==> src/hdl/stepper_homing_position_controller_unit_assert.svh <==
`ifndef STEPPER_HOMING_POSITION_CONTROLLER_UNIT_ASSERT_SVH
`define STEPPER_HOMING_POSITION_CONTROLLER_UNIT_ASSERT_SVH

// Check that consq holds in the same cycle as cond
`define SHPC_ASSERT_NOW(label, clk, rst_n, cond, consq, msg) \
    label: assert property (@(posedge clk) disable iff (!(rst_n)) (cond) |-> (consq)) \
        else $error(msg);

// Check that consq holds in the cycle after cond
`define SHPC_ASSERT_NEXT(label, clk, rst_n, cond, consq, msg) \
    label: assert property (@(posedge clk) disable iff (!(rst_n)) (cond) |=> (consq)) \
        else $error(msg);

`endif

==> src/hdl/shpc_pkg.sv <==
package shpc_pkg;

    localparam int POSITION_BITS = 14;
    localparam int PERIOD_BITS   = 7;
    localparam int CFG_INDEX_BITS = 2;
    localparam int CFG_DATA_BITS  = POSITION_BITS;

    // Stream word widths, rounded up to whole bytes
    localparam int S_TDATA_BITS = ((POSITION_BITS + 2 + 7) / 8) * 8;
    localparam int M_TDATA_BITS = ((POSITION_BITS + 5 + 7) / 8) * 8;

    // Mode codes
    localparam logic [1:0] MODE_IDLE   = 2'd0;
    localparam logic [1:0] MODE_HOMING = 2'd1;
    localparam logic [1:0] MODE_MOVING = 2'd2;

    // Register indexes
    localparam logic [CFG_INDEX_BITS-1:0] CFG_MAX_POSITION = 2'd0;
    localparam logic [CFG_INDEX_BITS-1:0] CFG_START_HALF   = 2'd1;
    localparam logic [CFG_INDEX_BITS-1:0] CFG_MIN_HALF     = 2'd2;

    // Register reset values
    localparam logic [POSITION_BITS-1:0] MAX_POSITION_RESET = POSITION_BITS'(6000);
    localparam logic [PERIOD_BITS-1:0]   START_HALF_RESET   = PERIOD_BITS'(60);
    localparam logic [PERIOD_BITS-1:0]   MIN_HALF_RESET     = PERIOD_BITS'(10);

    typedef struct packed {
        logic [POSITION_BITS-1:0] max_position;
        logic [PERIOD_BITS-1:0]   start_half_period;
        logic [PERIOD_BITS-1:0]   min_half_period;
    } shpc_cfg_t;

    typedef struct packed {
        logic [1:0]               mode;
        logic [POSITION_BITS-1:0] position;
        logic [POSITION_BITS-1:0] goal;
        logic                     homed;
        logic [PERIOD_BITS-1:0]   ramp;
        logic [PERIOD_BITS-1:0]   tick;
        logic                     pulse;
        logic                     dir;
        logic                     enable;
    } shpc_state_t;

    // A zero half-period counts as one tick
    function automatic logic [PERIOD_BITS-1:0] half_ticks(input logic [PERIOD_BITS-1:0] r);
        half_ticks = (r == '0) ? PERIOD_BITS'(1) : r;
    endfunction

endpackage

==> src/hdl/shpc_cfg.sv <==
module shpc_cfg (
    input  logic                                aclk,
    input  logic                                aresetn,
    input  logic                                cfg_valid,
    output logic                                cfg_ready,
    input  logic [shpc_pkg::CFG_INDEX_BITS-1:0] cfg_index,
    input  logic [shpc_pkg::CFG_DATA_BITS-1:0]  cfg_data,
    output shpc_pkg::shpc_cfg_t                 cfg
);
    import shpc_pkg::*;

    shpc_cfg_t cfg_reg;

    assign cfg_ready = 1'b1;
    assign cfg      = cfg_reg;

    // Write the addressed register; drop writes to unknown indexes
    always_ff @(posedge aclk) begin
        if (!aresetn) begin
            cfg_reg.max_position      <= MAX_POSITION_RESET;
            cfg_reg.start_half_period <= START_HALF_RESET;
            cfg_reg.min_half_period   <= MIN_HALF_RESET;
        end else if (cfg_valid && cfg_ready) begin
            case (cfg_index)
                CFG_MAX_POSITION: cfg_reg.max_position      <= cfg_data;
                CFG_START_HALF:   cfg_reg.start_half_period <= cfg_data[PERIOD_BITS-1:0];
                CFG_MIN_HALF:     cfg_reg.min_half_period   <= cfg_data[PERIOD_BITS-1:0];
                default: ;
            endcase
        end
    end

endmodule

==> src/hdl/shpc_core.sv <==
module shpc_core (
    input  logic                               aclk,
    input  logic                               aresetn,
    input  logic                               advance,
    input  logic                               tgt_valid,
    input  logic [shpc_pkg::POSITION_BITS-1:0] target,
    input  logic                               home_req,
    input  logic                               endstop_high,
    input  shpc_pkg::shpc_cfg_t                cfg,
    output shpc_pkg::shpc_state_t              state_cur,
    output shpc_pkg::shpc_state_t              state_next
);
    import shpc_pkg::*;

    shpc_state_t state_reg;
    shpc_state_t nxt;
    logic        do_begin;
    logic        do_finish;
    logic [POSITION_BITS-1:0] pos_step;

    // One tick of the homing / move sequencer
    always_comb begin
        nxt       = state_reg;
        do_begin  = 1'b0;
        do_finish = 1'b0;
        pos_step  = state_reg.dir ? state_reg.position + POSITION_BITS'(1)
                                  : state_reg.position - POSITION_BITS'(1);

        if (tgt_valid && (target <= cfg.max_position)) begin
            nxt.goal = target;
        end

        if (state_reg.mode == MODE_IDLE) begin
            if (!state_reg.homed && home_req) begin
                nxt.enable = 1'b1;
                nxt.dir    = 1'b0;
                nxt.ramp   = cfg.start_half_period;
                if (!endstop_high) begin
                    do_finish = 1'b1;
                end else begin
                    nxt.mode = MODE_HOMING;
                    do_begin = 1'b1;
                end
            end else if (state_reg.homed && (nxt.goal != state_reg.position)) begin
                nxt.enable = 1'b1;
                nxt.dir    = nxt.goal > state_reg.position;
                nxt.ramp   = cfg.start_half_period;
                nxt.mode   = MODE_MOVING;
                do_begin   = 1'b1;
            end
        end else if (state_reg.tick > PERIOD_BITS'(1)) begin
            nxt.tick = state_reg.tick - PERIOD_BITS'(1);
        end else if (state_reg.pulse) begin
            nxt.pulse = 1'b0;
            nxt.tick  = half_ticks(state_reg.ramp);
        end else if (state_reg.mode == MODE_HOMING) begin
            if (!endstop_high) begin
                do_finish = 1'b1;
            end else begin
                do_begin = 1'b1;
            end
        end else begin
            // Step complete: advance position, stop at goal or re-aim
            nxt.position = pos_step;
            if (pos_step == nxt.goal) begin
                nxt.mode  = MODE_IDLE;
                nxt.pulse = 1'b0;
                nxt.tick  = '0;
            end else begin
                nxt.dir  = nxt.goal > pos_step;
                do_begin = 1'b1;
            end
        end

        if (do_finish) begin
            nxt.enable   = 1'b0;
            nxt.position = '0;
            nxt.goal     = '0;
            nxt.homed    = 1'b1;
            nxt.pulse    = 1'b0;
            nxt.tick     = '0;
            nxt.mode     = MODE_IDLE;
        end

        // Start a step: ramp down toward the floor, raise the pulse
        if (do_begin) begin
            if (nxt.ramp > cfg.min_half_period) begin
                nxt.ramp = nxt.ramp - PERIOD_BITS'(1);
            end
            nxt.pulse = 1'b1;
            nxt.tick  = half_ticks(nxt.ramp);
        end
    end

    always_ff @(posedge aclk) begin
        if (!aresetn) begin
            state_reg.mode     <= MODE_IDLE;
            state_reg.position <= '0;
            state_reg.goal     <= '0;
            state_reg.homed    <= 1'b0;
            state_reg.ramp     <= START_HALF_RESET;
            state_reg.tick     <= '0;
            state_reg.pulse    <= 1'b0;
            state_reg.dir      <= 1'b0;
            state_reg.enable   <= 1'b0;
        end else if (advance) begin
            state_reg <= nxt;
        end
    end

    assign state_cur  = state_reg;
    assign state_next = nxt;

endmodule

==> src/hdl/stepper_homing_position_controller_unit.sv <==
// Channel  Direction  Handshake           Payload
// s_       in         s_tvalid/s_tready   s_tuser, s_tdata (one tick word)
// m_       out        m_tvalid/m_tready   m_tdata (pin levels and status)
// cfg_     in         cfg_valid/cfg_ready cfg_index, cfg_data
//
// One word per cycle sustained while results are accepted; a taken word goes
// through the input register, then the single-pass state update into the
// result register. Reset is synchronous, active low on aresetn, and clears
// all sequencer state and loads the register defaults. A stalled result
// holds the update; the input register still takes one more word meanwhile.
`include "stepper_homing_position_controller_unit_assert.svh"

module stepper_homing_position_controller_unit (
    input  logic                                aclk,
    input  logic                                aresetn,
    input  logic                                s_tvalid,
    output logic                                s_tready,
    // [0] new_target_valid
    input  logic [0:0]                          s_tuser,
    // [13:0] target_value, [14] home_request, [15] endstop_level
    input  logic [shpc_pkg::S_TDATA_BITS-1:0]   s_tdata,
    output logic                                m_tvalid,
    input  logic                                m_tready,
    // [0] step_level, [1] direction, [2] driver_enable, [16:3] position,
    // [17] homed, [18] busy_res, [23:19] zero
    output logic [shpc_pkg::M_TDATA_BITS-1:0]   m_tdata,
    input  logic                                cfg_valid,
    output logic                                cfg_ready,
    input  logic [shpc_pkg::CFG_INDEX_BITS-1:0] cfg_index,
    input  logic [shpc_pkg::CFG_DATA_BITS-1:0]  cfg_data
);
    import shpc_pkg::*;

    logic                     in_valid_reg;
    logic                     in_tgt_valid_reg;
    logic [POSITION_BITS-1:0] in_target_reg;
    logic                     in_home_reg;
    logic                     in_endstop_reg;
    logic                     out_valid_reg;
    logic [M_TDATA_BITS-1:0]  out_data_reg;
    logic                     advance;
    shpc_cfg_t                cfg;
    shpc_state_t              state_cur;
    shpc_state_t              state_next;

    assign advance  = in_valid_reg && (!out_valid_reg || m_tready);
    assign s_tready = !in_valid_reg || advance;
    assign m_tvalid = out_valid_reg;
    assign m_tdata  = out_data_reg;

    shpc_cfg u_cfg (
        .aclk      (aclk),
        .aresetn   (aresetn),
        .cfg_valid (cfg_valid),
        .cfg_ready (cfg_ready),
        .cfg_index (cfg_index),
        .cfg_data  (cfg_data),
        .cfg       (cfg)
    );

    shpc_core u_core (
        .aclk         (aclk),
        .aresetn      (aresetn),
        .advance      (advance),
        .tgt_valid    (in_tgt_valid_reg),
        .target       (in_target_reg),
        .home_req     (in_home_reg),
        .endstop_high (in_endstop_reg),
        .cfg          (cfg),
        .state_cur    (state_cur),
        .state_next   (state_next)
    );

    // Hold the incoming word until the update consumes it
    always_ff @(posedge aclk) begin
        if (!aresetn) begin
            in_valid_reg <= 1'b0;
        end else if (s_tvalid && s_tready) begin
            in_valid_reg <= 1'b1;
        end else if (advance) begin
            in_valid_reg <= 1'b0;
        end
    end

    always_ff @(posedge aclk) begin
        if (s_tvalid && s_tready) begin
            in_tgt_valid_reg <= s_tuser[0];
            in_target_reg    <= s_tdata[POSITION_BITS-1:0];
            in_home_reg      <= s_tdata[POSITION_BITS];
            in_endstop_reg   <= s_tdata[POSITION_BITS+1];
        end
    end

    // Load the result word with the state after this tick
    always_ff @(posedge aclk) begin
        if (!aresetn) begin
            out_valid_reg <= 1'b0;
        end else if (advance) begin
            out_valid_reg <= 1'b1;
        end else if (m_tready) begin
            out_valid_reg <= 1'b0;
        end
    end

    always_ff @(posedge aclk) begin
        if (advance) begin
            out_data_reg <= M_TDATA_BITS'({state_next.mode != MODE_IDLE,
                                           state_next.homed,
                                           state_next.position,
                                           state_next.enable,
                                           state_next.dir,
                                           state_next.pulse});
        end
    end

    `SHPC_ASSERT_NEXT(a_result_follows, aclk, aresetn, advance, m_tvalid,
        "result word missing after update")
    `SHPC_ASSERT_NOW(a_idle_no_pulse, aclk, aresetn, m_tvalid && !m_tdata[POSITION_BITS+4],
        !m_tdata[0], "step pulse high while not busy")
    `SHPC_ASSERT_NEXT(a_homed_sticks, aclk, aresetn, state_cur.homed,
        state_cur.homed, "homed flag dropped")
    `SHPC_ASSERT_NOW(a_homing_dir, aclk, aresetn, state_cur.mode == MODE_HOMING,
        !state_cur.dir, "homing run not heading home")

endmodule

==> config.mk <==
export PLATFORM = sky130hd
export DESIGN_NAME = stepper_homing_position_controller_unit
export DESIGN_NICKNAME = d
export VERILOG_FILES = /design/src/hdl/shpc_pkg.sv /design/src/hdl/shpc_cfg.sv /design/src/hdl/shpc_core.sv /design/src/hdl/stepper_homing_position_controller_unit.sv
export VERILOG_INCLUDE_DIRS = /design/src /design/src/hdl
export SDC_FILE = /design/constraint.sdc
export NUM_CORES = 1
export LEC_CHECK = 0
export BUFFER_PORTS_ARGS = -buffer_cell sky130_fd_sc_hd__buf_2
export CAP_MARGIN = 0
export CORE_ASPECT_RATIO = 0.7
export CORE_UTILIZATION = 55
export DETAILED_ROUTE_END_ITERATION = 16
export PLACE_DENSITY = 0.81
export SLEW_MARGIN = 20
export SYNTH_ARGS = -nofsm -noshare
export SYNTH_HDL_FRONTEND = slang
export SYNTH_HIERARCHICAL = 1
export SYNTH_SLANG_ARGS = --single-unit
==> constraint.sdc <==
create_clock -name aclk -period 10.1 [get_ports aclk]
set_input_delay 0.505 -clock aclk [delete_from_list [all_inputs] [get_ports aclk]]
set_output_delay 0.505 -clock aclk [all_outputs]
set_load 0.005 [all_outputs]
Yosys cells after proc, flatten, opt, wreduce, memory -nomap -nowiden
Index checks and enable logic that the tools add are counted.

storage, ports and cells
  bits in registers = 114
  word-level logic and storage cells = 109

cells by class
  reduce and logical (&&, ||, !) cells = 22
  order comparisons = 5
  equal/unequal tests = 7
  muxes and demuxes = 52
  $add $sub $neg = 4

operator list
  operator                                                                          count
  7-bit two-way mux                                                                 8
  16-bit two-way mux                                                                3
  14-bit two-way mux                                                                3
  8-bit two-way mux                                                                 4
  31-bit two-way mux                                                                1
  14-bit greater-than comparator                                                    2
  1-bit two-way mux                                                                 23
  2-bit two-way mux                                                                 8
  15-bit two-way mux                                                                1
  14-bit by 1-bit adder with 14-bit output (second input constant)                  1
  14-bit equality test                                                              1
  14-bit less-or-equal comparator                                                   1
  7-bit logical NOT                                                                 2
  14-bit inequality test                                                            1
  14-bit by 1-bit subtractor with 14-bit output (second input constant)             1
  7-bit by 1-bit subtractor with 7-bit output (second input constant)               2
  9-bit two-way mux                                                                 1
  7-bit by 1-bit greater-than comparator with 1-bit output (second input constant)  1
  7-bit greater-than comparator                                                     1
  2-bit AND reduction                                                               3
  2-bit nonzero test                                                                3
  1-bit logical AND                                                                 5
  5-bit by 1-bit inequality test with 1-bit output (second input constant)          1
  5-bit nonzero test                                                                1
  other kinds (7)                                                                   12

Longest topological paths before layout
  depth in word-level cells = 14
  depth in mapped cells = 26
  mapped depth without buffers = 24

Hierarchy
Netlist, hierarchy kept.

by module, submodules not included
  module                                   area each (um2)  cells each  instances
  shpc_core                                4997.3           650         1
  stepper_homing_position_controller_unit  1232.4           52          1
  shpc_cfg                                 1223.7           118         1

Least setup slack after synthesis
No wires, ideal clock.

  path type = reg2reg
  start = register in_target_reg[9]
  end = register u_core.state_reg (netlist bit u_core/state_cur[3])
  stages on the path, launching flop included = 24
  path slack = 4.322 ns
  data arrival time = 5.703 ns
  period minus slack after synthesis = 5.778 ns
  cell sequence = edfxtp_1 > ha_1 > and4_1 > and2_1 > nand2_1 > nand2_1 > nor3_1 > buf_2 > mux2_2 > ha_1 > nand4_1 > nor4_4 > nor2_2 > clkbuf_1 > mux2_2 > ha_1 > nand4_1 > a21oi_1 > o21ai_1 > nor4_1 > xnor2_1 > mux2i_1 > a2111o_1 > a31oi_1

on the way
  word-level cells in the longest chain between the ends = 14
  elaborated cells on any way between the ends = 27
  classes of those cells = add/sub (1); order compare (2); eq/ne (4); mux (15); reduce/logical (5)

ends and longest elaborated chain
  item                                                                                                 line                                           RTL
  start: declaration                                                                                   stepper_homing_position_controller_unit.sv:36  logic [POSITION_BITS-1:0] in_target_reg;
  start signal: assignment                                                                             stepper_homing_position_controller_unit.sv:88  in_target_reg <= s_tdata[POSITION_BITS-1:0];
  14-bit less-or-equal comparator                                                                      shpc_core.sv:29                                if (tgt_valid && (target <= cfg.max_position)) begin
  1-bit logical AND                                                                                    shpc_core.sv:29
  14-bit two-way mux *                                                                                 shpc_core.sv:29
  14-bit inequality test                                                                               shpc_core.sv:44                                end else if (state_reg.homed && (nxt.goal != state_reg.position)) begin
  1-bit logical AND                                                                                    shpc_core.sv:44
  7-bit two-way mux                                                                                    shpc_core.sv:44
  7-bit two-way mux                                                                                    shpc_core.sv:34                                if (!state_reg.homed && home_req) begin
  7-bit two-way mux                                                                                    shpc_core.sv:33                                if (state_reg.mode == MODE_IDLE) begin
  7-bit by 1-bit subtractor with 7-bit output / 7-bit greater-than comparator (equally long branches)  shpc_core.sv:88, shpc_core.sv:87
  7-bit two-way mux                                                                                    shpc_core.sv:87                                if (nxt.ramp > cfg.min_half_period) begin
  7-bit two-way mux                                                                                    shpc_core.sv:86                                if (do_begin) begin
  7-bit logical NOT                                                                                    shpc_pkg.sv:47                                 half_ticks = (r == '0) ? PERIOD_BITS'(1) : r;
  7-bit two-way mux                                                                                    shpc_pkg.sv:47
  15-bit two-way mux                                                                                   shpc_core.sv:86
  end signal: assignment                                                                               shpc_core.sv:107                               state_reg <= nxt;
  end: declaration                                                                                     shpc_core.sv:15                                shpc_state_t state_reg;

Mark *: on every way between the ends. The rest lies on a longest branch, timed or not. The select of a mux whose other input is x is not followed.
A chain may end at the register's enable or synchronous reset.

Worst setup path after layout
  start = register in_target_reg[13]
  end = register u_core.state_reg (netlist bit u_core/state_cur[3])

The elaborated chain is that of the path after synthesis.

==> tab_implementation.tex <==
\begin{tabular}{lr}
\hline
Metric & Value \\
\hline
\multicolumn{2}{l}{\textbf{Outcome}} \\
\quad Run status & finished clean \\
\multicolumn{2}{l}{\textbf{Floorplan}} \\
\quad Number of top-level pins & 65 \\
\quad Die height & between 90 and 100 um \\
\quad Rows & 34 \\
\quad Initial Util & 57.8\% \\
\quad Die footprint & 13800 sq um \\
\quad Die Span X & 140 um \\
\quad Core area & 12700 sq um \\
\multicolumn{2}{l}{\textbf{Setup path}} \\
\quad Critical Path Slowest Stage Cell & nor2\_2 \\
\quad Sequence of cells on the critical path & ha\_1 -> nor2b\_1 -> a21boi\_0 -> nand4b\_1 -> a211oi\_1 -> nor3\_4 -> mux2\_2 -> ha\_1 -> nand4\_1 -> nor4\_4 -> nor2\_2 -> mux2i\_1 -> inv\_1 -> ha\_1 -> a21oi\_1 -> a21oi\_1 -> o21ai\_1 -> nor4\_1 -> xnor2\_1 -> mux2i\_1 -> a2111o\_1 -> a31oi\_1 \\
\quad Length in cells of the worst reg-to-reg path & 22 \\
\quad Element type at the critical path end & flip-flop \\
\quad R2r endpoint & u\_core/state\_cur[3]\$\_SDFFE\_PN0P\_ \\
\quad Setup slack, reg-to-reg & 3.58 ns \\
\quad Most repeated library cell on the critical path & ha\_1 \\
\quad Category of cells accounting for the largest share of critical-path delay & compound AO/OA/AOI/OAI gates \\
\quad Worst path max stage delay & 0.59 ns \\
\quad Maximum net fanout on the critical path & 15 \\
\quad Critical path start-end classification & reg -> reg \\
\quad Worst flop-to-flop path startpoint & in\_target\_reg[13]\$\_DFFE\_PP\_ \\
\quad Required time worst endpoint & 10.44 ns \\
\quad Setup crit start kind & flip-flop \\
\quad Combined buffer and inverter count along the critical path & 1 \\
\quad Arrival time at the worst endpoint & 6.86 ns \\
\multicolumn{2}{l}{\textbf{Clocking}} \\
\quad H-Tree Level Count & 4 \\
\quad CTS Sinks & 114 \\
\quad Clock transition at the registers of the reported paths & 0.06 ns \\
\quad Number of clock buffers inserted by TritonCTS & 17 \\
\quad Post-CTS Hold Fix Bufs & 0 \\
\quad Post-CTS setup buffers & 0 \\
\quad Post-CTS sizing & 0 \\
\quad Largest buffer count on any clock path & 2 \\
\quad Clk root buf & clkbuf\_16 \\
\quad Clk Latency, worst-skew pair & 0.42 ns \\
\quad Clock tree from TritonCTS & built \\
\multicolumn{2}{l}{\textbf{Detailed routing}} \\
\quad Detail-routed via count per cell & 6.09 \\
\quad DRC marker count from the first detailed-route iteration & 518 \\
\quad Total DRC errors in the routed layout & 0 \\
\quad Number of nets with antenna violations after detailed routing & 0 \\
\quad Post-detailed-routing wire length & 18600 um \\
\quad Total vias in the final route & 6222 \\
\quad Detailed-router iteration count before antenna repair & 6 \\
\quad Detail-routed net length per standard cell & between 15 and 20 um \\
\multicolumn{2}{l}{\textbf{Pwr}} \\
\quad Part of the power in registers & 37.6\% \\
\quad Maximum vdd ir drop & 0.000141 V \\
\quad Net Sw Frac & roughly 30\% \\
\quad Power density of the placed cells & 167 nW/um\^{}2 \\
\quad Power Internal & 0.000971 W \\
\quad Fraction of power consumed by combinational cells & 19.0\% \\
\quad Net load switching power & 0.000409 W \\
\quad Proportion of power drawn by the clock network & between 40 and 50\% \\
\quad Leak & 3.54 nW \\
\multicolumn{2}{l}{\textbf{Timing}} \\
\quad Final critical-path share of the clock period & between 60 and 70\% \\
\quad Pins over their slew limit & 0 \\
\quad Least-Margin Pin Slew & about 1.1 ns \\
\quad Clock period minus worst slack & 6.52 ns \\
\quad Count of final setup violators & 0 \\
\quad Number of hold-slack violations in the final timing report & 0 \\
\quad Final hold slack & 0.266 ns \\
\quad Slew margin rel. & 24.8\% \\
\quad Achievable clock frequency & 0.153 GHz \\
\quad Setup total negative slack & 0 ns \\
\quad Setup repair after global routing missed its margin & false \\
\quad Clock Skew & 0.0158 ns \\
\multicolumn{2}{l}{\textbf{Final layout}} \\
\quad Number of nets in the finished design & 949 \\
\quad Layout cell share with drive strength beyond 1 & 16.5\% \\
\quad Flip-flop and latch area & 2640 sq um \\
\quad Area Overhead vs Synth & 12.7\% \\
\quad Multi-input gate area in the final layout & between 4000 and 5000 sq um \\
\quad Flip-flop count of the largest register, all copies and words added & 48 \\
\quad Fill cell instance count of the final layout & 1008 \\
\quad Diodes inserted & 0 \\
\multicolumn{2}{l}{\textbf{Place}} \\
\quad Routability congestion estimate & around 0.93 \\
\quad Number of buffers added on ports & slightly below 60 \\
\quad Detailed Place HPWL & 13000 um \\
\multicolumn{2}{l}{\textbf{Global route}} \\
\quad Initial antenna violation count & 0 \\
\quad Global-route wire length before repair & 29400 um \\
\quad Global route total overflow & 0 \\
\quad Largest net degree at the start of global routing & 52 \\
\quad Total global routing track utilization & 27.5\% \\
\quad Vias in the first global route & 5680 \\
\multicolumn{2}{l}{\textbf{Hold path}} \\
\quad Endpoint with the worst hold slack & in\_target\_reg[3]\$\_DFFE\_PP\_ \\
\quad Hold\_sp & s\_tdata[3] \\
\quad Cell depth of the worst hold path & 1 \\
\quad Worst hold path type & in -> reg \\
\multicolumn{2}{l}{\textbf{Yosys}} \\
\quad Number of warnings reported in the yosys synthesis log & 6 \\
\quad Number of instances in the synthesized netlist & 801 \\
\quad Synthesized area per cell & 9.17 sq um \\
\quad Netlist area before placement & $\sim$7300 sq um \\
\multicolumn{2}{l}{\textbf{Flow run}} \\
\quad Max-capacitance violation count & 0 \\
\hline
\end{tabular}
## power by group through the flow
stage                     sequential, W  clock, W  combinational (W)
after detailed placement       0.000527         0           0.000251
after CTS                      0.000518  0.000606           0.000256
after global routing           0.000521  0.000630           0.000286
after floorplan                0.000518         0           0.000196
after global placement         0.000527         0           0.000247
final                          0.000519  0.000599           0.000263
## final cells by class
| cell class | count | area share [%] |
|---|---|---|
| multi-input cells | 584 | 51.7 |
| inverters | 66 | 2.99 |
| well taps | 162 | 2.45 |
| clock inverters | 13 | 1.77 |
| clock buffers | 19 | 5.23 |
| flip-flops and latches | 114 | 31.9 |
| repair buffers | 63 | 3.96 |
## layout by cell type (no fill, tap or decap), types with 5 or more instances in the layout
master,count
a211oi_1,7
a21oi_1,46
a22o_1,14
a31oi_1,8
buf_2,58
buf_4,5
clkbuf_16,17
conb_1,6
dfxtp_1,78
edfxtp_1,36
ha_1,64
inv_1,65
inv_6,5
mux2_2,17
mux2i_1,39
nand2_1,64
nand2b_1,10
nand3_1,16
nand4_1,11
nand4bb_1,5
nor2_1,59
nor2b_1,24
nor3_1,15
nor4_1,5
o211ai_1,8
o21a_1,6
o21ai_0,37
o22ai_1,6
o31ai_1,5
or2_2,7
xnor2_1,17
xor2_1,8
## how the worst max path moves through the flow
stage	depth (start not counted)	slack, ns	end	startpoint
5_1_grt	22	3.20	u_core/state_cur[8]$_SDFFE_PN0P_	in_target_reg[13]$_DFFE_PP_
4_1_cts	21	3.42	u_core/state_cur[3]$_SDFFE_PN0P_	in_target_reg[9]$_DFFE_PP_
6_report	22	3.58	u_core/state_cur[3]$_SDFFE_PN0P_	in_target_reg[13]$_DFFE_PP_
3_5_place_dp	21	3.53	u_core/state_cur[3]$_SDFFE_PN0P_	in_target_reg[9]$_DFFE_PP_
3_3_place_gp	21	3.81	u_core/state_cur[3]$_SDFFE_PN0P_	in_target_reg[9]$_DFFE_PP_
2_1_floorplan	23	4.35	u_core/state_cur[3]$_SDFFE_PN0P_	in_target_reg[9]$_DFFE_PP_
## per-layer routing
layer	routed length, um	share of wire (%)	global-route usage, %	up-vias
met5	0	0	0	-
met4	274	1.5	10.6	0
met3	1570	8.4	6.41	29
met2	7910	43	39.9	308
met1	8810	47	39.5	2912
li1	-	-	-	2973
## stage by stage
| step | utilization (%) | total power (W) | cell area [sq um] | cells | setup WS, ns |
|---|---|---|---|---|---|
| final | 65.1 | 0.00138 | 8280 | 1021 | 3.58 |
| after global routing | 65.1 | 0.00144 | 8280 | 1021 | 3.20 |
| after CTS | 65.0 | 0.00138 | 8270 | 1021 | 3.42 |
| after detailed placement | 60.5 | 0.000778 | 7690 | 989 | 3.53 |
| after global placement | 60.5 | 0.000774 | 7690 | 989 | 3.81 |
| after floorplan | - | 0.000714 | 7360 | 805 | 4.35 |
No activity file was read; power rests on OpenSTA's default activity.
